[src/hw/rtl/pblm_pkg.sv]
// Shared constants, codes and stage types of the pixel binning and table map block.
`default_nettype none

package pblm_pkg;

    // Sizing
    localparam int MAX_ROW_WIDTH = 4096;
    localparam int PIXEL_BITS    = 16;
    localparam int TABLE_DEPTH   = 65536;
    localparam int ROW_LIMIT     = 4096;

    localparam int COL_DEPTH = MAX_ROW_WIDTH / 2;
    localparam int COL_IW    = $clog2(MAX_ROW_WIDTH);
    localparam int COL_AW    = (COL_DEPTH > 1) ? $clog2(COL_DEPTH) : 1;
    localparam int ROW_IW    = $clog2(ROW_LIMIT);
    localparam int TABLE_AW  = $clog2(TABLE_DEPTH);

    // Field and register widths
    localparam int PIXEL_W  = 16;
    localparam int ADDR_W   = 16;
    localparam int DATA_W   = 8;
    localparam int BIN_W    = 3;
    localparam int DIM_W    = 13;
    localparam int CFG_IW   = 4;
    localparam int ROWSUM_W = 18;
    localparam int COLSUM_W = 20;

    // Width for comparisons of indexes against the clamped dimensions
    localparam int XW = ((DIM_W > COL_IW) ? DIM_W : COL_IW) + 1;

    // Divide a column index by three: multiply by a rounded-up reciprocal
    localparam int DIV3_SHIFT = COL_IW + 1;
    localparam int DIV3_MULT  = ((2 ** DIV3_SHIFT) + 2) / 3;

    // Divide a block sum by nine the same way
    localparam int DIV9_SHIFT = 23;
    localparam int DIV9_MULT  = ((2 ** DIV9_SHIFT) + 8) / 9;

    // Result queue
    localparam int FIFO_DEPTH = 8;
    localparam int FIFO_AW    = $clog2(FIFO_DEPTH);

    typedef enum logic [CFG_IW-1:0] {
        CFG_BIN_FACTOR = 4'd0,
        CFG_PICK_MODE  = 4'd1,
        CFG_ROW_WIDTH  = 4'd2,
        CFG_ROW_COUNT  = 4'd3
    } cfg_index_t;

    typedef enum logic [1:0] {
        S1_TWRITE,
        S1_PICK,
        S1_CSUM
    } s1_op_t;

    typedef enum logic {
        MAP_WRITE,
        MAP_LOOKUP
    } map_op_t;

    typedef enum logic [1:0] {
        DIV_NONE,
        DIV_BY_4,
        DIV_BY_9,
        DIV_BY_16
    } div_sel_t;

    typedef struct packed {
        logic              en;
        logic [COL_AW-1:0] addr;
    } csum_rd_t;

    typedef struct packed {
        logic                valid;
        s1_op_t              op;
        logic [ROWSUM_W-1:0] value;
        logic [DATA_W-1:0]   data;
        logic [COL_AW-1:0]   bc;
        logic                accum;
        logic                emit;
        div_sel_t            div_sel;
        logic                row_end;
        logic                frame_end;
    } s1_t;

    typedef struct packed {
        logic                valid;
        map_op_t             op;
        logic [COLSUM_W-1:0] value;
        logic [DATA_W-1:0]   data;
        div_sel_t            div_sel;
        logic                row_end;
        logic                frame_end;
    } s2_t;

    typedef struct packed {
        logic [DATA_W-1:0] value;
        logic              row_end;
        logic              frame_end;
    } result_t;

endpackage

`default_nettype wire

[src/hw/rtl/pblm_fifo.sv]
// Result queue with credit-based input stall.
`default_nettype none

module pblm_fifo (
    input  wire logic                         clk,
    input  wire logic                         rst_n,
    input  wire logic                         push,
    input  wire pblm_pkg::result_t            push_data,
    input  wire logic [1:0]                   inflight,
    input  wire logic                         res_stall,
    output logic                              res_valid,
    output pblm_pkg::result_t                 head,
    output logic                              req_stall
);

    pblm_pkg::result_t               mem_reg [pblm_pkg::FIFO_DEPTH];
    logic [pblm_pkg::FIFO_AW-1:0]    wr_ptr_reg, wr_ptr_next;
    logic [pblm_pkg::FIFO_AW-1:0]    rd_ptr_reg, rd_ptr_next;
    logic [pblm_pkg::FIFO_AW:0]      count_reg,  count_next;
    logic                            pop;
    logic [pblm_pkg::FIFO_AW+1:0]    committed;

    assign res_valid = (count_reg != '0);
    assign pop       = res_valid && !res_stall;
    assign head      = mem_reg[rd_ptr_reg];

    // Hold the input while the queue could not absorb every result in flight
    assign committed = (pblm_pkg::FIFO_AW + 2)'(count_reg) + (pblm_pkg::FIFO_AW + 2)'(inflight);
    assign req_stall = committed >= (pblm_pkg::FIFO_AW + 2)'(pblm_pkg::FIFO_DEPTH);

    always_comb
    begin
        wr_ptr_next = wr_ptr_reg;
        rd_ptr_next = rd_ptr_reg;
        count_next  = count_reg;
        if (push)
        begin
            wr_ptr_next = wr_ptr_reg + pblm_pkg::FIFO_AW'(1);
        end
        if (pop)
        begin
            rd_ptr_next = rd_ptr_reg + pblm_pkg::FIFO_AW'(1);
        end
        if (push && !pop)
        begin
            count_next = count_reg + (pblm_pkg::FIFO_AW + 1)'(1);
        end
        else if (pop && !push)
        begin
            count_next = count_reg - (pblm_pkg::FIFO_AW + 1)'(1);
        end
    end

    always_ff @(posedge clk or negedge rst_n)
    begin
        if (!rst_n)
        begin
            wr_ptr_reg <= '0;
            rd_ptr_reg <= '0;
            count_reg  <= '0;
        end
        else
        begin
            wr_ptr_reg <= wr_ptr_next;
            rd_ptr_reg <= rd_ptr_next;
            count_reg  <= count_next;
        end
    end

    always_ff @(posedge clk)
    begin
        if (push)
        begin
            mem_reg[wr_ptr_reg] <= push_data;
        end
    end

endmodule

`default_nettype wire

[config.mk]
export PLATFORM = sky130hd
export DESIGN_NAME = pblm_fifo
export DESIGN_NICKNAME = d
export VERILOG_FILES = /design/src/hw/rtl/pblm_pkg.sv /design/src/hw/rtl/pblm_fifo.sv
export SDC_FILE = /design/constraint.sdc
export NUM_CORES = 1
export LEC_CHECK = 0
export ABC_AREA = 1
export ABC_CLOCK_PERIOD_IN_PS = 5600
export BUFFER_PORTS_ARGS = -buffer_cell sky130_fd_sc_hd__buf_2
export CORE_UTILIZATION = 64
export CTS_CLUSTER_SIZE = 30
export DETAILED_ROUTE_END_ITERATION = 8
export GPL_ROUTABILITY_DRIVEN = 0
export HOLD_SLACK_MARGIN = 0.06
export PLACE_DENSITY = 0.85
export REMOVE_ABC_BUFFERS = 1
export SLEW_MARGIN = 15
export SYNTH_ARGS = -nofsm -noshare
export SYNTH_HDL_FRONTEND = slang
export SYNTH_SLANG_ARGS = --single-unit
[constraint.sdc]
create_clock -name clk -period 5.6 [get_ports clk]
set_input_delay 1.12 -clock clk [delete_from_list [all_inputs] [get_ports clk]]
set_output_delay 1.12 -clock clk [all_outputs]
set_load 0.02 [all_outputs]
==> run_results.csv <==
group,metric,value,unit
status,status,"finished, final reports clean",
power,ir_drop,0.333,mV
min_path,hp-start,"wr_ptr_reg[0]$_DFFE_PN0P_",
clocking,hold_buffers,0,
sta,maxSlewViolCount,0,
critical_path,end_kind,"primary output",
floorplanning,die-width,80.4,um
critical_path,critPathLaunchType,"flop",
critical_path,worst_path_max_delay_cell,"dfrtp_1",
grt,grt_overflow,0,
sta,setup_violations,0,
grt,grt_pass1_vias,2426,
logic_synthesis,synthesis.instances,358,
finish,area_growth,7.83,%
logic_synthesis,syn_avg_cell_area,11.0,um^2
critical_path,r2r_cells,13,
drt,drt-vias-per-instance,5.48,
sta,fin_crit_sh,61.9,%
critical_path,r2r_slack,3.45,ns
logic_synthesis,yosysSeqAreaShare,67.5,%
critical_path,critPathMaxFanout,23,
logic_synthesis,synth_area,0.00393,mm^2
critical_path,crit_path_start,"rd_ptr_reg[1]$_DFFE_PN0P_",
finish,drive_gt1_share,11.4,%
sta,fin_tns_setup,0,ns
grt,antenna_found_initial,0,
clocking,cts-buffers-inserted,9,
logic_synthesis,ys.warnings.count,0,
place,portBuffers,27,
clocking,root_buffer,"clkbuf_8",
grt,grt_max_degree,44,
drt,ant_nets,0,
critical_path,crit_path_frequent_cell,"nand2_1",
critical_path,worstSetupPathType,"flop to primary output",
floorplanning,pin_count,28,
critical_path,cp_cell_sequence,"inv_2, nor2_1, o21ai_1, nand2_1, nand2_1, nand2_1, buf_2",
place,place_hpwl,4250,um
sta,slew_headroom,23.8,%
finish,layout.nets,408,
critical_path,cp_data_arrival_time,2.35,ns
logic_synthesis,ys_seq_elements,90,
grt,grt_pass1_wl,11400,um
finish,n_fill_cell,388,
sta,hold_ws,0.546,ns
drt,dr.first_iter.drc_count,246,
sta,hold_viol,0,
finish,largest_reg_flops,80,
clocking,clkTransAtPathRegs,0.08,ns
floorplanning,core,0.00592,mm^2
logic_synthesis,synth_cell_types,19,
sta,fmax,288,MHz
power,power_density,515,mW/mm^2
clocking,cts_max_level,3,
critical_path,slowest_delay,0.92,ns
finish,diodes,0,
flow_run,max-cap-violations,0,
sta,rsz0062_at_grt,"no",
drt,dr.pass1.iters,5,
critical_path,r2r_start,"count_reg[1]$_DFFE_PN0P_",
critical_path,required,4.48,ns
clocking,cts_tree,"done",
clocking,post-cts-setup-buffers,0,
floorplanning,fp-row-count,28,
sta,finClkSkew,0.00584,ns
clocking,insertion_delay,0.34,ns
drt,drt-total-wl,7200,um
min_path,whs_path_depth,2,
floorplanning,die_h,80.4,um
drt,num_vias,2524,
grt,grt_usage,25.1,%
clocking,numClockSinks,90,
floorplanning,initial_utilization,66.4,%
sta,tightestPinTransition,1.14,ns
drt,drc,0,
min_path,hold-path-endpoint,"wr_ptr_reg[0]$_DFFE_PN0P_",
clocking,clockBufferDepth,2,
floorplanning,fp.dieArea,0.00646,mm^2
clocking,cts_resized,0,
power,power_leakage,1.69,nW
drt,wl_per_cell,15.6,um
critical_path,timing.rr.end,"count_reg[3]$_DFFE_PN0P_",
min_path,min_path_type,"flop to flop",
sta,fin_crit,3.47,ns
power breakdown:
group	switching (mW)	total, mW	internal [mW]
sequential	0.0893	0.918	0.828
clock	0.201	0.446	0.244
combinational	0.544	0.817	0.273
routing by layer:
metal / wire, um / up-vias / part of all wire (%) / track usage (%)
li1: - / 1236 / - / -
met1: 2860 / 1173 / 40 / 31.2
met2: 3680 / 105 / 51 / 40.1
met3: 554 / 10 / 7.7 / 6.70
met4: 104 / 0 / 1.4 / 13.2
met5: 0 / - / 0 / 0
stage by stage:
step / instances / setup WS (ns) / util [%] / cell area [um^2] / total power, mW
3_5_place_dp: 447 / 2.33 / 68.2 / 4040 / 1.75
6_report: 461 / 2.13 / 71.6 / 4240 / 2.18
5_1_grt: 461 / 1.95 / 71.6 / 4240 / 2.34
2_1_floorplan: 344 / 2.48 / - / 3800 / 1.50
4_1_cts: 461 / 2.11 / 71.6 / 4240 / 2.18
3_3_place_gp: 447 / 2.39 / 68.2 / 4040 / 1.71
worst max-delay path by stage:
stage,depth (start not counted),to
final,7,head[5]
after floorplan,4,req_stall
after global routing,7,head[7]
after detailed placement,8,req_stall
after CTS,7,head[3]
after global placement,8,req_stall
kinds of logic after synthesis:
| group | Yosys count | synth area share, % |
|---|---|---|
| simple gates | 177 | 17.4 |
| flops | 90 | 67.5 |
| compound gates | 45 | 5.73 |
| buf+inv | 31 | 4.81 |
| fa+ha+maj | 9 | 3.25 |
| xor+xnor | 6 | 1.34 |
synth_stat cells, drive strengths merged:
cell type	count	share of area (%)
clkbuf	1	0.095
nor2	90	8.6
or2	1	0.16
xor2	2	0.45
o21ai	45	5.7
ha	7	2.2
nand4	1	0.32
nand3	5	0.64
nand2	80	7.6
xnor2	4	0.89
buf	13	3.1
clkinv	1	0.095
inv	16	1.5
edfxtp	80	61
fa	2	1.0
dfrtp	10	6.4
worst max-delay path, delay by kind of cell, from the launching register on:
kind,cells,cell delay (ns)
compound gates,1,0.09
simple gates,4,0.44
buf+inv,2,0.54
flops,1,0.92
placed cells by master (no fill, tap or decap), types with 2 or more instances in the layout:
cell	netlist	final
clkbuf_8	0	9
buf_2	4	27
inv_1	14	14
xnor2_1	4	4
edfxtp_1	80	80
nand2_1	80	80
ha_1	7	7
o21ai_1	41	41
clkinv_1	1	2
xor2_1	2	2
inv_2	2	2
nand3_1	5	5
nor2_1	90	90
dfrtp_1	10	10
bufinv_16	0	2
fa_1	2	2
o21ai_0	4	4
cell type report:
type                    instances  area [um^2]  share of cell area, %
clock buffers                  10          128                   3.01
clock inverters                 4         68.8                   1.62
inverters                      17         63.8                   1.51
multi-input cells             237         1090                   25.7
flip-flops and latches         90         2650                   62.6
well taps                      75         93.8                   2.22
repair buffers                 28          143                   3.37
No activity file was read; power rests on OpenSTA's default activity.
