### src/hw/rtl/pblm_pkg.sv
// Shared constants, codes and stage types of the pixel binning and table map block.
`default_nettype none

package pblm_pkg;

    // Sizing
    localparam int MAX_ROW_WIDTH = 4096;
    localparam int PIXEL_BITS    = 16;
    localparam int TABLE_DEPTH   = 65536;
    localparam int ROW_LIMIT     = 4096;

    localparam int COL_DEPTH = MAX_ROW_WIDTH / 2;
    localparam int COL_IW    = $clog2(MAX_ROW_WIDTH);
    localparam int COL_AW    = (COL_DEPTH > 1) ? $clog2(COL_DEPTH) : 1;
    localparam int ROW_IW    = $clog2(ROW_LIMIT);
    localparam int TABLE_AW  = $clog2(TABLE_DEPTH);

    // Field and register widths
    localparam int PIXEL_W  = 16;
    localparam int ADDR_W   = 16;
    localparam int DATA_W   = 8;
    localparam int BIN_W    = 3;
    localparam int DIM_W    = 13;
    localparam int CFG_IW   = 4;
    localparam int ROWSUM_W = 18;
    localparam int COLSUM_W = 20;

    // Width for comparisons of indexes against the clamped dimensions
    localparam int XW = ((DIM_W > COL_IW) ? DIM_W : COL_IW) + 1;

    // Divide a column index by three: multiply by a rounded-up reciprocal
    localparam int DIV3_SHIFT = COL_IW + 1;
    localparam int DIV3_MULT  = ((2 ** DIV3_SHIFT) + 2) / 3;

    // Divide a block sum by nine the same way
    localparam int DIV9_SHIFT = 23;
    localparam int DIV9_MULT  = ((2 ** DIV9_SHIFT) + 8) / 9;

    // Result queue
    localparam int FIFO_DEPTH = 8;
    localparam int FIFO_AW    = $clog2(FIFO_DEPTH);

    typedef enum logic [CFG_IW-1:0] {
        CFG_BIN_FACTOR = 4'd0,
        CFG_PICK_MODE  = 4'd1,
        CFG_ROW_WIDTH  = 4'd2,
        CFG_ROW_COUNT  = 4'd3
    } cfg_index_t;

    typedef enum logic [1:0] {
        S1_TWRITE,
        S1_PICK,
        S1_CSUM
    } s1_op_t;

    typedef enum logic {
        MAP_WRITE,
        MAP_LOOKUP
    } map_op_t;

    typedef enum logic [1:0] {
        DIV_NONE,
        DIV_BY_4,
        DIV_BY_9,
        DIV_BY_16
    } div_sel_t;

    typedef struct packed {
        logic              en;
        logic [COL_AW-1:0] addr;
    } csum_rd_t;

    typedef struct packed {
        logic                valid;
        s1_op_t              op;
        logic [ROWSUM_W-1:0] value;
        logic [DATA_W-1:0]   data;
        logic [COL_AW-1:0]   bc;
        logic                accum;
        logic                emit;
        div_sel_t            div_sel;
        logic                row_end;
        logic                frame_end;
    } s1_t;

    typedef struct packed {
        logic                valid;
        map_op_t             op;
        logic [COLSUM_W-1:0] value;
        logic [DATA_W-1:0]   data;
        div_sel_t            div_sel;
        logic                row_end;
        logic                frame_end;
    } s2_t;

    typedef struct packed {
        logic [DATA_W-1:0] value;
        logic              row_end;
        logic              frame_end;
    } result_t;

endpackage

`default_nettype wire

### src/hw/rtl/pblm_scan.sv
// Configuration registers, frame position counters and first pipeline stage.
`default_nettype none

module pblm_scan (
    input  wire logic                          clk,
    input  wire logic                          rst_n,
    input  wire logic                          cfg_valid,
    input  wire logic [pblm_pkg::CFG_IW-1:0]   cfg_index,
    input  wire logic [pblm_pkg::DIM_W-1:0]    cfg_data,
    input  wire logic                          req_valid,
    input  wire logic                          req_stall,
    input  wire logic                          req_type,
    input  wire logic [pblm_pkg::PIXEL_W-1:0]  pixel,
    input  wire logic [pblm_pkg::ADDR_W-1:0]   table_addr,
    input  wire logic [pblm_pkg::DATA_W-1:0]   table_data,
    output pblm_pkg::csum_rd_t                 csum_rd,
    output pblm_pkg::s1_t                      s1
);

    logic [pblm_pkg::BIN_W-1:0]    bin_factor_reg;
    logic                          pick_mode_reg;
    logic [pblm_pkg::DIM_W-1:0]    row_width_reg;
    logic [pblm_pkg::DIM_W-1:0]    row_count_reg;

    logic [pblm_pkg::ROWSUM_W-1:0] brs_reg,          brs_next;
    logic [pblm_pkg::COL_IW-1:0]   column_index_reg, column_index_next;
    logic [pblm_pkg::ROW_IW-1:0]   row_index_reg,    row_index_next;
    logic [1:0]                    column_phase_reg, column_phase_next;
    logic [1:0]                    row_phase_reg,    row_phase_next;
    pblm_pkg::s1_t                 s1_reg,           s1_next;

    logic [pblm_pkg::BIN_W-1:0]    b;
    logic [1:0]                    b_m1;
    logic [pblm_pkg::XW-1:0]       w;
    logic [pblm_pkg::XW-1:0]       h;
    logic [pblm_pkg::ROWSUM_W-1:0] pix_ext;
    logic [pblm_pkg::ROWSUM_W-1:0] brs_sum;
    logic                          accept;
    logic                          pix_acc;
    logic                          at_col_end;
    logic                          blk_row_end;
    logic                          blk_frame_end;
    logic                          last_col;
    logic                          last_row;
    logic [2*pblm_pkg::COL_IW-1:0] prod3;
    logic [pblm_pkg::COL_AW-1:0]   bc;
    pblm_pkg::div_sel_t            div_sel;

    // Clamp the configuration to its legal ranges
    always_comb
    begin
        if (bin_factor_reg < 3'd2)
        begin
            b = 3'd2;
        end
        else if (bin_factor_reg > 3'd4)
        begin
            b = 3'd4;
        end
        else
        begin
            b = bin_factor_reg;
        end

        if (row_width_reg == '0)
        begin
            w = pblm_pkg::XW'(1);
        end
        else if (pblm_pkg::XW'(row_width_reg) > pblm_pkg::XW'(pblm_pkg::MAX_ROW_WIDTH))
        begin
            w = pblm_pkg::XW'(pblm_pkg::MAX_ROW_WIDTH);
        end
        else
        begin
            w = pblm_pkg::XW'(row_width_reg);
        end

        if (row_count_reg == '0)
        begin
            h = pblm_pkg::XW'(1);
        end
        else if (pblm_pkg::XW'(row_count_reg) > pblm_pkg::XW'(pblm_pkg::ROW_LIMIT))
        begin
            h = pblm_pkg::XW'(pblm_pkg::ROW_LIMIT);
        end
        else
        begin
            h = pblm_pkg::XW'(row_count_reg);
        end
    end

    assign b_m1     = 2'(b - 3'd1);
    assign pix_ext  = pblm_pkg::ROWSUM_W'(pixel[pblm_pkg::PIXEL_BITS-1:0]);
    assign brs_sum  = brs_reg + pix_ext;
    assign accept   = req_valid && !req_stall;
    assign pix_acc  = accept && !req_type;

    assign at_col_end    = (column_phase_reg == b_m1);
    assign blk_row_end   = (pblm_pkg::XW'(column_index_reg) + pblm_pkg::XW'(b)) >= w;
    assign blk_frame_end = blk_row_end
                           && ((pblm_pkg::XW'(row_index_reg) + pblm_pkg::XW'(b)) >= h);
    assign last_col      = pblm_pkg::XW'(column_index_reg) >= (w - pblm_pkg::XW'(1));
    assign last_row      = pblm_pkg::XW'(row_index_reg) >= (h - pblm_pkg::XW'(1));

    // Block column of the current pixel
    assign prod3 = (2 * pblm_pkg::COL_IW)'(column_index_reg)
                   * (2 * pblm_pkg::COL_IW)'(pblm_pkg::DIV3_MULT);

    always_comb
    begin
        case (b)
            3'd2:
            begin
                bc      = pblm_pkg::COL_AW'(column_index_reg >> 1);
                div_sel = pblm_pkg::DIV_BY_4;
            end
            3'd3:
            begin
                bc      = pblm_pkg::COL_AW'(prod3 >> pblm_pkg::DIV3_SHIFT);
                div_sel = pblm_pkg::DIV_BY_9;
            end
            default:
            begin
                bc      = pblm_pkg::COL_AW'(column_index_reg >> 2);
                div_sel = pblm_pkg::DIV_BY_16;
            end
        endcase
    end

    // Fetch the stored column sum for a block row that adds to an earlier one
    assign csum_rd.en   = pix_acc && !pick_mode_reg && at_col_end && (row_phase_reg != 2'd0);
    assign csum_rd.addr = bc;

    // Work to carry into the next stage
    always_comb
    begin
        s1_next           = '0;
        s1_next.op        = pblm_pkg::S1_TWRITE;
        s1_next.div_sel   = pblm_pkg::DIV_NONE;
        s1_next.row_end   = blk_row_end;
        s1_next.frame_end = blk_frame_end;
        s1_next.bc        = bc;
        s1_next.data      = table_data;
        if (accept && req_type)
        begin
            s1_next.valid = 1'b1;
            s1_next.value = pblm_pkg::ROWSUM_W'(table_addr);
        end
        else if (pix_acc && pick_mode_reg)
        begin
            s1_next.valid = (column_phase_reg == 2'd0) && (row_phase_reg == 2'd0);
            s1_next.op    = pblm_pkg::S1_PICK;
            s1_next.value = pix_ext;
        end
        else if (pix_acc && at_col_end)
        begin
            s1_next.valid   = 1'b1;
            s1_next.op      = pblm_pkg::S1_CSUM;
            s1_next.value   = brs_sum;
            s1_next.accum   = (row_phase_reg != 2'd0);
            s1_next.emit    = (row_phase_reg == b_m1);
            s1_next.div_sel = div_sel;
        end
    end

    // Advance the frame position
    always_comb
    begin
        brs_next          = brs_reg;
        column_index_next = column_index_reg;
        row_index_next    = row_index_reg;
        column_phase_next = column_phase_reg;
        row_phase_next    = row_phase_reg;
        if (pix_acc)
        begin
            if (!pick_mode_reg)
            begin
                brs_next = brs_sum;
            end
            if (column_phase_reg >= b_m1)
            begin
                column_phase_next = 2'd0;
                brs_next          = '0;
            end
            else
            begin
                column_phase_next = column_phase_reg + 2'd1;
            end

            if (last_col)
            begin
                column_index_next = '0;
                column_phase_next = 2'd0;
                brs_next          = '0;
                if (last_row)
                begin
                    row_index_next = '0;
                    row_phase_next = 2'd0;
                end
                else
                begin
                    row_index_next = row_index_reg + pblm_pkg::ROW_IW'(1);
                    if (row_phase_reg >= b_m1)
                    begin
                        row_phase_next = 2'd0;
                    end
                    else
                    begin
                        row_phase_next = row_phase_reg + 2'd1;
                    end
                end
            end
            else
            begin
                column_index_next = column_index_reg + pblm_pkg::COL_IW'(1);
            end
        end
    end

    always_ff @(posedge clk or negedge rst_n)
    begin
        if (!rst_n)
        begin
            bin_factor_reg   <= 3'd2;
            pick_mode_reg    <= 1'b0;
            row_width_reg    <= pblm_pkg::DIM_W'(4096);
            row_count_reg    <= pblm_pkg::DIM_W'(4096);
            brs_reg          <= '0;
            column_index_reg <= '0;
            row_index_reg    <= '0;
            column_phase_reg <= 2'd0;
            row_phase_reg    <= 2'd0;
            s1_reg           <= '0;
        end
        else
        begin
            if (cfg_valid)
            begin
                unique case (cfg_index)
                    pblm_pkg::CFG_BIN_FACTOR: bin_factor_reg <= cfg_data[pblm_pkg::BIN_W-1:0];
                    pblm_pkg::CFG_PICK_MODE:  pick_mode_reg  <= cfg_data[0];
                    pblm_pkg::CFG_ROW_WIDTH:  row_width_reg  <= cfg_data;
                    pblm_pkg::CFG_ROW_COUNT:  row_count_reg  <= cfg_data;
                    default:                  ;
                endcase
            end
            brs_reg          <= brs_next;
            column_index_reg <= column_index_next;
            row_index_reg    <= row_index_next;
            column_phase_reg <= column_phase_next;
            row_phase_reg    <= row_phase_next;
            s1_reg           <= s1_next;
        end
    end

    assign s1 = s1_reg;

endmodule

`default_nettype wire

### config.mk
export PLATFORM = sky130hd
export DESIGN_NAME = pblm_scan
export DESIGN_NICKNAME = d
export VERILOG_FILES = /design/src/hw/rtl/pblm_pkg.sv /design/src/hw/rtl/pblm_scan.sv
export SDC_FILE = /design/constraint.sdc
export NUM_CORES = 1
export LEC_CHECK = 0
export ABC_AREA = 1
export BUFFER_PORTS_ARGS = -buffer_cell sky130_fd_sc_hd__buf_2
export CAP_MARGIN = 10
export CORE_UTILIZATION = 66
export DETAILED_ROUTE_END_ITERATION = 8
export MAX_ROUTING_LAYER = met4
export PLACE_DENSITY = 0.92
export SYNTH_ARGS = -nofsm -noshare
export SYNTH_HDL_FRONTEND = slang
export SYNTH_SLANG_ARGS = --single-unit
export TNS_END_PERCENT = 1
### constraint.sdc
create_clock -name clk -period 8.55 [get_ports clk]
set_input_delay 0.4275 -clock clk [delete_from_list [all_inputs] [get_ports clk]]
set_output_delay 0.4275 -clock clk [all_outputs]
set_load 0.03 [all_outputs]
==> PnR_summary.wiki, run 1 <==
{| class="wikitable"
! Metric !! Value
|-
| Number of violations of the max-capacitance limit || 0
|-
| Top cells by count, synth || 306 x nand2_1, 250 x inv_1, 164 x ha_1
|-
| Cell chain of the critical path || ha_1 > fa_1 > inv_1 > fa_1 > inv_1 > fa_1 > inv_1 > fa_1 > inv_1 > ha_1 > a21oi_1 > o21a_1 > nand3_1 > a21oi_1 > o21bai_1 > nand2_1 > nand2_1 > o21ai_0 > buf_2
|-
| Fraction of the cycle the final worst path needs || 0.693
|-
| Std cell rows || 47
|-
| Fin area || 12,700 um^2
|-
| Reg clk slew, reported paths || 0.06 ns
|-
| Post-synth top flop || dfrtp_1
|-
| Mean Syn Cell Area || 7.78 um^2
|-
| Most common cell in the netlist || nand2_1
|-
| Worst hold path class || input pin to async pin
|-
| Yosys warning count || 0
|-
| H-tree levels || 4
|-
| Peak clock frequency supported by timing || 169 MHz
|-
| Number of synthesized register bits || 122
|-
| Clock sink count || 122
|-
| Pre-antenna DRT Iters || 5
|-
| Half-perimeter wire length after placement || 23,100 um
|-
| Simple-gate portion of the synthesized area || 0.212
|-
| Total power || 4.33 mW
|-
| Antenna diode count || 0
|-
| Number of DRC markers in iteration 0 || 769
|-
| Delay of the slowest cell on the worst path || 0.57 ns
|-
| Largest net degree at the start of global routing || 65
|-
| Number of synthesized flops with an enable pin || 0
|-
| Post-layout minimum cycle time || 5.92 ns
|-
| Buffers on Ports || 120
|-
| Cell type contributing the most total cell area after synthesis || dfrtp_1
|-
| Hold buffer count at cts || 0
|-
| Post-Synthesis Cells || 1,474
|-
| Multiplexer share of the synthesized area || 0
|-
| Combined area of the multi-input logic cells || 7220 um^2
|-
| Floorplan core area || 16,800 um^2
|-
| Clock network latency to the later pin of the worst-skew pair || 0.43 ns
|-
| Ranking of synthesized cells by area || dfrtp_1 26%, ha_1 18%, nand2_1 10%, inv_1 8.2%, fa_1 7.5%
|-
| Required time of the critical path || 8.12 ns
|-
| Resize count post-CTS || 0
|-
| Max FO, Critical Path || 10
|-
| Number of remaining DRC errors || 0
|-
| Max rail drop VDD || 0.000197 V
|-
| IO Pins || 121
|-
| Final Hold Fails || 0
|-
| RSZ-0062 raised after global routing || false
|-
| Fin util || 0.760
|-
| Effective utilization at floorplan || 0.684
|-
| Adder-cell share of the synthesized area || 0.254
|-
| Sort of element at the start of the critical path || register
|-
| Xor-xnor portion of the synthesized cell area || 0.0519
|-
| Share of Yosys cell area claimed by the top area cell type || 0.260
|-
| Number of flip-flops under the largest register name || 46
|-
| Setup Skew || 0.0163 ns
|-
| Transition time of the tightest slew-check pin || 0.949 ns
|-
| Routed WL per cell || 16.7 um
|-
| P_leak || 7.04 nW
|-
| Post-synthesis async set-or-reset flop share || 1.00
|-
| Post-synthesis instance area || 11,500 um^2
|-
| Cell variety after synth || 46
|-
| Setup fix buffers added after clock tree synthesis || 0
|-
| Post-layout nets || 1,850
|-
| Finish-stage setup viols || 0
|-
| Congestion Overflow GR || 0
|-
| Wire length of the first global-routing pass || 50,000 um
|-
| Data arrival time of the worst path || 5.50 ns
|-
| Die Height || 134 um
|-
| Vias in the first global route || 10,700
|-
| Fraction of the yosys area taken by sequential cells || 0.267
|-
| Number of max-slew violations in the final report || 0
|-
| Drt via density || 5.83
|-
| TritonCTS buffer count || 17
|-
| Die area || 17,900 um^2
|-
| Normalized max-slew margin || 0.366
|-
| Cell chosen for the clock root || clkbuf_16
|-
| Placer Congestion || 0.993
|-
| Routed wire length || 30,300 um
|-
| CP max-delay cell || dfrtp_1
|-
| Routed via count || 10,600
|-
| Largest buffer count on any clock path || 2
|-
| Final sum of negative setup slack || 0 ns
|-
| DP Area || 12,100 um^2
|-
| Ratio of total power to cell area || 340 nW/um^2
|-
| Area Overhead vs Synth || 11.1%
|-
| Combinational family with the most area after synthesis || adder cells
|-
| Overall global routing resource usage || 0.364
|-
| Number of nets still failing antenna checks after routing || 0
|-
| Flip-flop and latch area || 3060 um^2
|-
| Total of fill cells in the finished design || 1,245
|-
| Worst setup EP type || output port
|-
| Fraction of layout cells with a size suffix above 1 || 0.120
|-
| Category of the most critical setup path || register to output port
|-
| Syn nets || 1,744
|-
| CTS tree || yes
|-
| Antenna violations before repair || 0
|-
| Outcome || completed
|-
| Die extent in x || 134 um
|-
| Compound-cell area share of the yosys netlist || 0.112
|}
==> worst max-delay path: cells and delay by family (launching register included) <==
family | cells | cell delay [ns]
adder cells (fa/ha/maj) | 6 | 2.76
AO/OA/AOI/OAI | 5 | 1.02
flip-flops | 1 | 0.57
buffers and inverters | 5 | 0.45
AND/OR/NAND/NOR | 3 | 0.26
==> cell families after synthesis <==
family,after synthesis
AND/OR/NAND/NOR,572
buffers and inverters,290
AO/OA/AOI/OAI,215
adder cells (fa/ha/maj),207
flip-flops,122
XOR/XNOR,68
==> metrics by stage <==
step                      setup slack [ns]  hold slack (ns)  std cells
after floorplan                       3.60            0.132       1474
after CTS                             2.68           0.0971       1813
after detailed placement              3.16            0.482       1781
after global placement                3.22            0.473       1781
after global routing                  2.31           0.0940       1813
final                                 2.63           0.0981       1813
==> layer usage <==
layer | vias to the layer above | routed length (um) | track usage
met5 | - | 0 | -
met1 | 5074 | 12400 | 0.436
li1 | 4988 | - | -
met3 | 94 | 1830 | 0.0571
met4 | 0 | 1010 | 0.152
met2 | 415 | 15100 | 0.611
==> final cells by class <==
class	instances	share of cell area
clock inverters	13	0.0132
well taps	220	0.0216
clock buffers	19	0.0348
repair buffers	122	0.0485
multi-input cells	1062	0.567
inverters	255	0.0751
flip-flops and latches	122	0.240
==> final timing paths <==
check                                           startpoint                             to  slack [ns]  cells past startpoint
max                        column_index_reg[3]$_DFFE_PN0P_                     csum_rd[6]        2.63                     19
min                                                  rst_n   row_index_reg[9]$_DFFE_PN0P_         0.1                      1
max reg2reg                column_index_reg[4]$_DFFE_PN0P_               s1[16]$_DFF_PN0_        3.59                     19
min reg2reg                  bin_factor_reg[0]$_DFFE_PN0P_  bin_factor_reg[0]$_DFFE_PN0P_        0.50                      2
max in group asynchronous                            rst_n               s1[23]$_DFF_PN0_        7.15                      2
min in group clk                             table_data[1]               s1[18]$_DFF_PN0_        0.10                      1
==> cells in the final DEF, fill, tap and decap left out, types with 3 or more instances in the layout <==
master	netlist	routed
a22oi_1	8	8
bufinv_16	0	3
ha_1	164	164
nand2_2	5	5
o21a_1	3	3
dfrtp_1	119	119
a221oi_1	3	3
o21ai_2	15	15
fa_1	43	43
o211ai_1	17	17
nor3_1	17	17
xnor2_1	20	20
nand3_1	76	76
inv_1	250	250
clkinvlp_4	0	5
nand4_1	29	29
buf_2	2	119
clkbuf_16	0	17
o21ai_1	5	5
buf_4	13	3
xor2_1	48	48
nor4_1	4	4
inv_2	5	5
a21oi_1	66	66
o21bai_1	5	5
a21o_1	4	4
o21ai_0	77	77
nand3b_1	4	4
nand2_1	306	306
dfstp_2	3	3
nor2_1	123	123
==> report_power, final <==
group,switching (mW),internal [mW]
clock network,0.288,0.468
registers,0.143,0.698
logic,1.78,0.949
Power figures use the tool's default switching activity.
==> run 2: changes to the inputs <==
--- a/config.mk
+++ b/config.mk
@@ -8,10 +8,10 @@
 export ABC_AREA = 1
 export BUFFER_PORTS_ARGS = -buffer_cell sky130_fd_sc_hd__buf_2
 export CAP_MARGIN = 10
-export CORE_UTILIZATION = 66
+export CORE_UTILIZATION = 61
 export DETAILED_ROUTE_END_ITERATION = 8
 export MAX_ROUTING_LAYER = met4
-export PLACE_DENSITY = 0.92
+export PLACE_DENSITY = 0.86
 export SYNTH_ARGS = -nofsm -noshare
 export SYNTH_HDL_FRONTEND = slang
 export SYNTH_SLANG_ARGS = --single-unit
==> constraint.sdc (replaced) <==
create_clock -name clk -period 6 [get_ports clk]
set_input_delay 0.3 -clock clk [delete_from_list [all_inputs] [get_ports clk]]
set_output_delay 0.3 -clock clk [all_outputs]
set_load 0.03 [all_outputs]
==> run 2 against run 1 <==
  * Sequential share of layout area is 0.18 points lower
  * Largest cell class unchanged
  * Via count shrank 2.4%
  * Routed wire length down 1.8%
  * Core utilization shrank 5.5 points
  * Largest power group unchanged
  * Setup slack worse by 2.4 ns
  * Highest routed layer unchanged
  * Clock-buffer cell count is 1 lower
  * Critical path depth stayed put
  * Global-route usage is 3.2 points lower
  * Final cell count is 0.94% higher
==> PnR_summary.wiki, run 2 (same netlist as run 1, synthesis figures left out) <==
{| class="wikitable"
! Metric !! Value
|-
| TritonCTS buffer count || 17 (unchanged)
|-
| Number of flip-flops under the largest register name || 46 (unchanged)
|-
| Std cell rows || 49 (+4.3%)
|-
| P_leak || 7.08 nW (+0.54%)
|-
| Wire length of the first global-routing pass || 49,400 um (-1.3%)
|-
| Number of max-slew violations in the final report || 0 (unchanged)
|-
| Ratio of total power to cell area || 474 nW/um^2 (+40%)
|-
| Die extent in x || 139 um (+4.0%)
|-
| Levels on crit path || 19 (unchanged)
|-
| Vias in the first global route || 10,200 (-4.8%)
|-
| Pre-antenna DRT Iters || 5 (unchanged)
|-
| Number of violations of the max-capacitance limit || 0 (unchanged)
|-
| Final Hold Fails || 0 (unchanged)
|-
| Fin util || 0.705 (-0.0550)
|-
| Half-perimeter wire length after placement || 22,900 um (-0.85%)
|-
| Number of nets still failing antenna checks after routing || 0 (unchanged)
|-
| Die area || 19,300 um^2 (+8.1%)
|-
| Fraction of layout cells with a size suffix above 1 || 0.120 (about the same)
|-
| Antenna violations before repair || 0 (unchanged)
|-
| CP max-delay cell || dfrtp_1
|-
| Max FO, Critical Path || 10 (unchanged)
|-
| RSZ-0062 raised after global routing || false
|-
| Floorplan core area || 18,200 um^2 (+8.6%)
|-
| Final sum of negative setup slack || 0 ns (unchanged)
|-
| Transition time of the tightest slew-check pin || 0.921 ns (-0.0276 ns)
|-
| Fraction of the cycle the final worst path needs || 0.962
|-
| Startpoint of the worst register-to-register path || column_index_reg[3]$_DFFE_PN0P_
|-
| Cell chain of the critical path || ha_1 > fa_1 > inv_1 > fa_1 > inv_1 > fa_1 > inv_1 > fa_1 > inv_1 > ha_1 > a21oi_1 > o21a_1 > nand3_1 > a21oi_1 > o21bai_1 > nand2_1 > nand2_1 > o21ai_1 > buf_2
|-
| Worst hold path class || input pin to register
|-
| Finish-stage setup viols || 0 (unchanged)
|-
| Max rail drop VDD || 0.000303 V (+54%)
|-
| Cell chosen for the clock root || clkbuf_16
|-
| Largest net degree at the start of global routing || 71 (+9.2%)
|-
| H-tree levels || 4 (unchanged)
|-
| Peak clock frequency supported by timing || 173 MHz
|-
| Required time of the critical path || 5.70 ns (-2.42 ns)
|-
| Number of DRC markers in iteration 0 || 765 (-0.52%)
|-
| Outcome || completed
|-
| Worst r2r path cells || 18 (-1)
|-
| Delay of the slowest cell on the worst path || 0.54 ns (-0.03 ns)
|-
| Commonest non-fill, non-tap cells in the layout || 306 x nand2_1, 250 x inv_1, 164 x ha_1, 123 x nor2_1, 119 x buf_2
|-
| WP buf/inv || 5 (unchanged)
|-
| Most common library cell in the layout ignoring fill and taps || nand2_1
|-
| Clock sink count || 122 (unchanged)
|-
| Launch point of the worst hold path || table_addr[7]
|-
| Antenna diode count || 0 (unchanged)
|-
| CP top delay family || adder cells
|-
| Worst reg2reg setup slack || 1.11 ns (-2.48 ns)
|-
| Reg2reg end || s1[12]$_DFF_PN0_
|-
| Drt via density || 5.64 (-3.3%)
|-
| Post-layout nets || 1,859 (+0.49%)
|-
| Data arrival time of the worst path || 5.47 ns (-0.03 ns)
|-
| Setup fix buffers added after clock tree synthesis || 0 (unchanged)
|-
| Normalized max-slew margin || 0.384 (+0.0177)
|-
| Number of cells on the worst hold path || 3
|-
| CTS tree || yes
|-
| Post-layout minimum cycle time || 5.77 ns
|-
| Worst setup EP type || output port
|-
| Routed WL per cell || 16.3 um (-2.7%)
|-
| Overall global routing resource usage || 0.332 (-0.0318)
|-
| Buffers on Ports || 120 (unchanged)
|-
| Routed via count || 10,300 (-2.4%)
|-
| Reg clk slew, reported paths || 0.06 ns (about the same)
|-
| Clock network latency to the later pin of the worst-skew pair || 0.43 ns (about the same)
|-
| Placer Congestion || 0.954 (-4.0%)
|-
| Sort of element at the start of the critical path || register
|-
| Number of remaining DRC errors || 0 (unchanged)
|-
| Category of the most critical setup path || register to output port
|-
| Area Overhead vs Synth || 12.0%
|-
| IO Pins || 121 (unchanged)
|-
| Largest buffer count on any clock path || 2 (unchanged)
|-
| Effective utilization at floorplan || 0.630 (-0.0544)
|-
| Critical path destination || csum_rd[6]
|-
| Die Height || 139 um (+4.0%)
|-
| Routed wire length || 29,800 um (-1.8%)
|-
| Worst setup startpoint || column_index_reg[3]$_DFFE_PN0P_
|-
| Setup Skew || 0.00995 ns (-0.00636 ns)
|-
| Congestion Overflow GR || 0 (unchanged)
|}
run 2: cell type report:
type                       instances  area [um^2]
fill                            1434         5370
inverter                         255          957
tap                              229          287
clock buffer                      18          439
timing repair buffer             131          708
clock inverter                    13          169
sequential                       122         3060
multi-input combinational       1062         7220
run 2: how the worst min path moves through the flow:
stage,end,slack (ns)
floorplan,bin_factor_reg[0]$_DFFE_PN0P_,0.004
global placement,s1[18]$_DFF_PN0_,0.39
detailed placement,s1[18]$_DFF_PN0_,0.41
CTS,s1[26]$_DFF_PN0_,0.09
global route,s1[32]$_DFF_PN0_,0.10
finish,s1[32]$_DFF_PN0_,0.1
run 2: what timing repair did:
item                                   in CTS  in global routing
setup endpoints to repair                   0                  2
hold buffers                                9                  0
resized for setup                           0                  3
endpoints found under the hold margin      60                  0
run 2: routing by layer:
layer | GRT usage | vias up | wire length [um]
met2 | 0.553 | 331 | 14600
met5 | - | - | 0
li1 | - | 5014 | -
met1 | 0.414 | 4914 | 12700
met3 | 0.0383 | 59 | 1650
met4 | 0.132 | 0 | 856
run 2: where the power goes:
part           total (mW)  internal, mW  switching (mW)  leakage [nW]
Sequential           1.19         0.994           0.198          1.60
Combinational        3.82          1.34            2.48          5.20
Clock                1.08         0.665           0.415         0.285
Total                6.09          2.99            3.09          7.08
run 2: stage by stage:
step	instances	instance area [um^2]	hold WS (ns)	power (mW)	setup WS [ns]
2_1_floorplan	1474	11500	0.00441	4.01	1.18
3_3_place_gp	1790	12100	0.394	4.86	0.750
3_5_place_dp	1790	12100	0.409	4.94	0.643
4_1_cts	1830	12800	0.0906	6.07	0.184
5_1_grt	1830	12800	0.102	6.68	0.0435
6_report	1830	12800	0.0959	6.09	0.229
run 2: worst min-delay path, delay by kind of cell:
kind	cells	cell delay (ns)
buffers and inverters	1	0.07
AOI/OAI and AO/OA	1	0.07
and+or+nand+nor	1	0.04
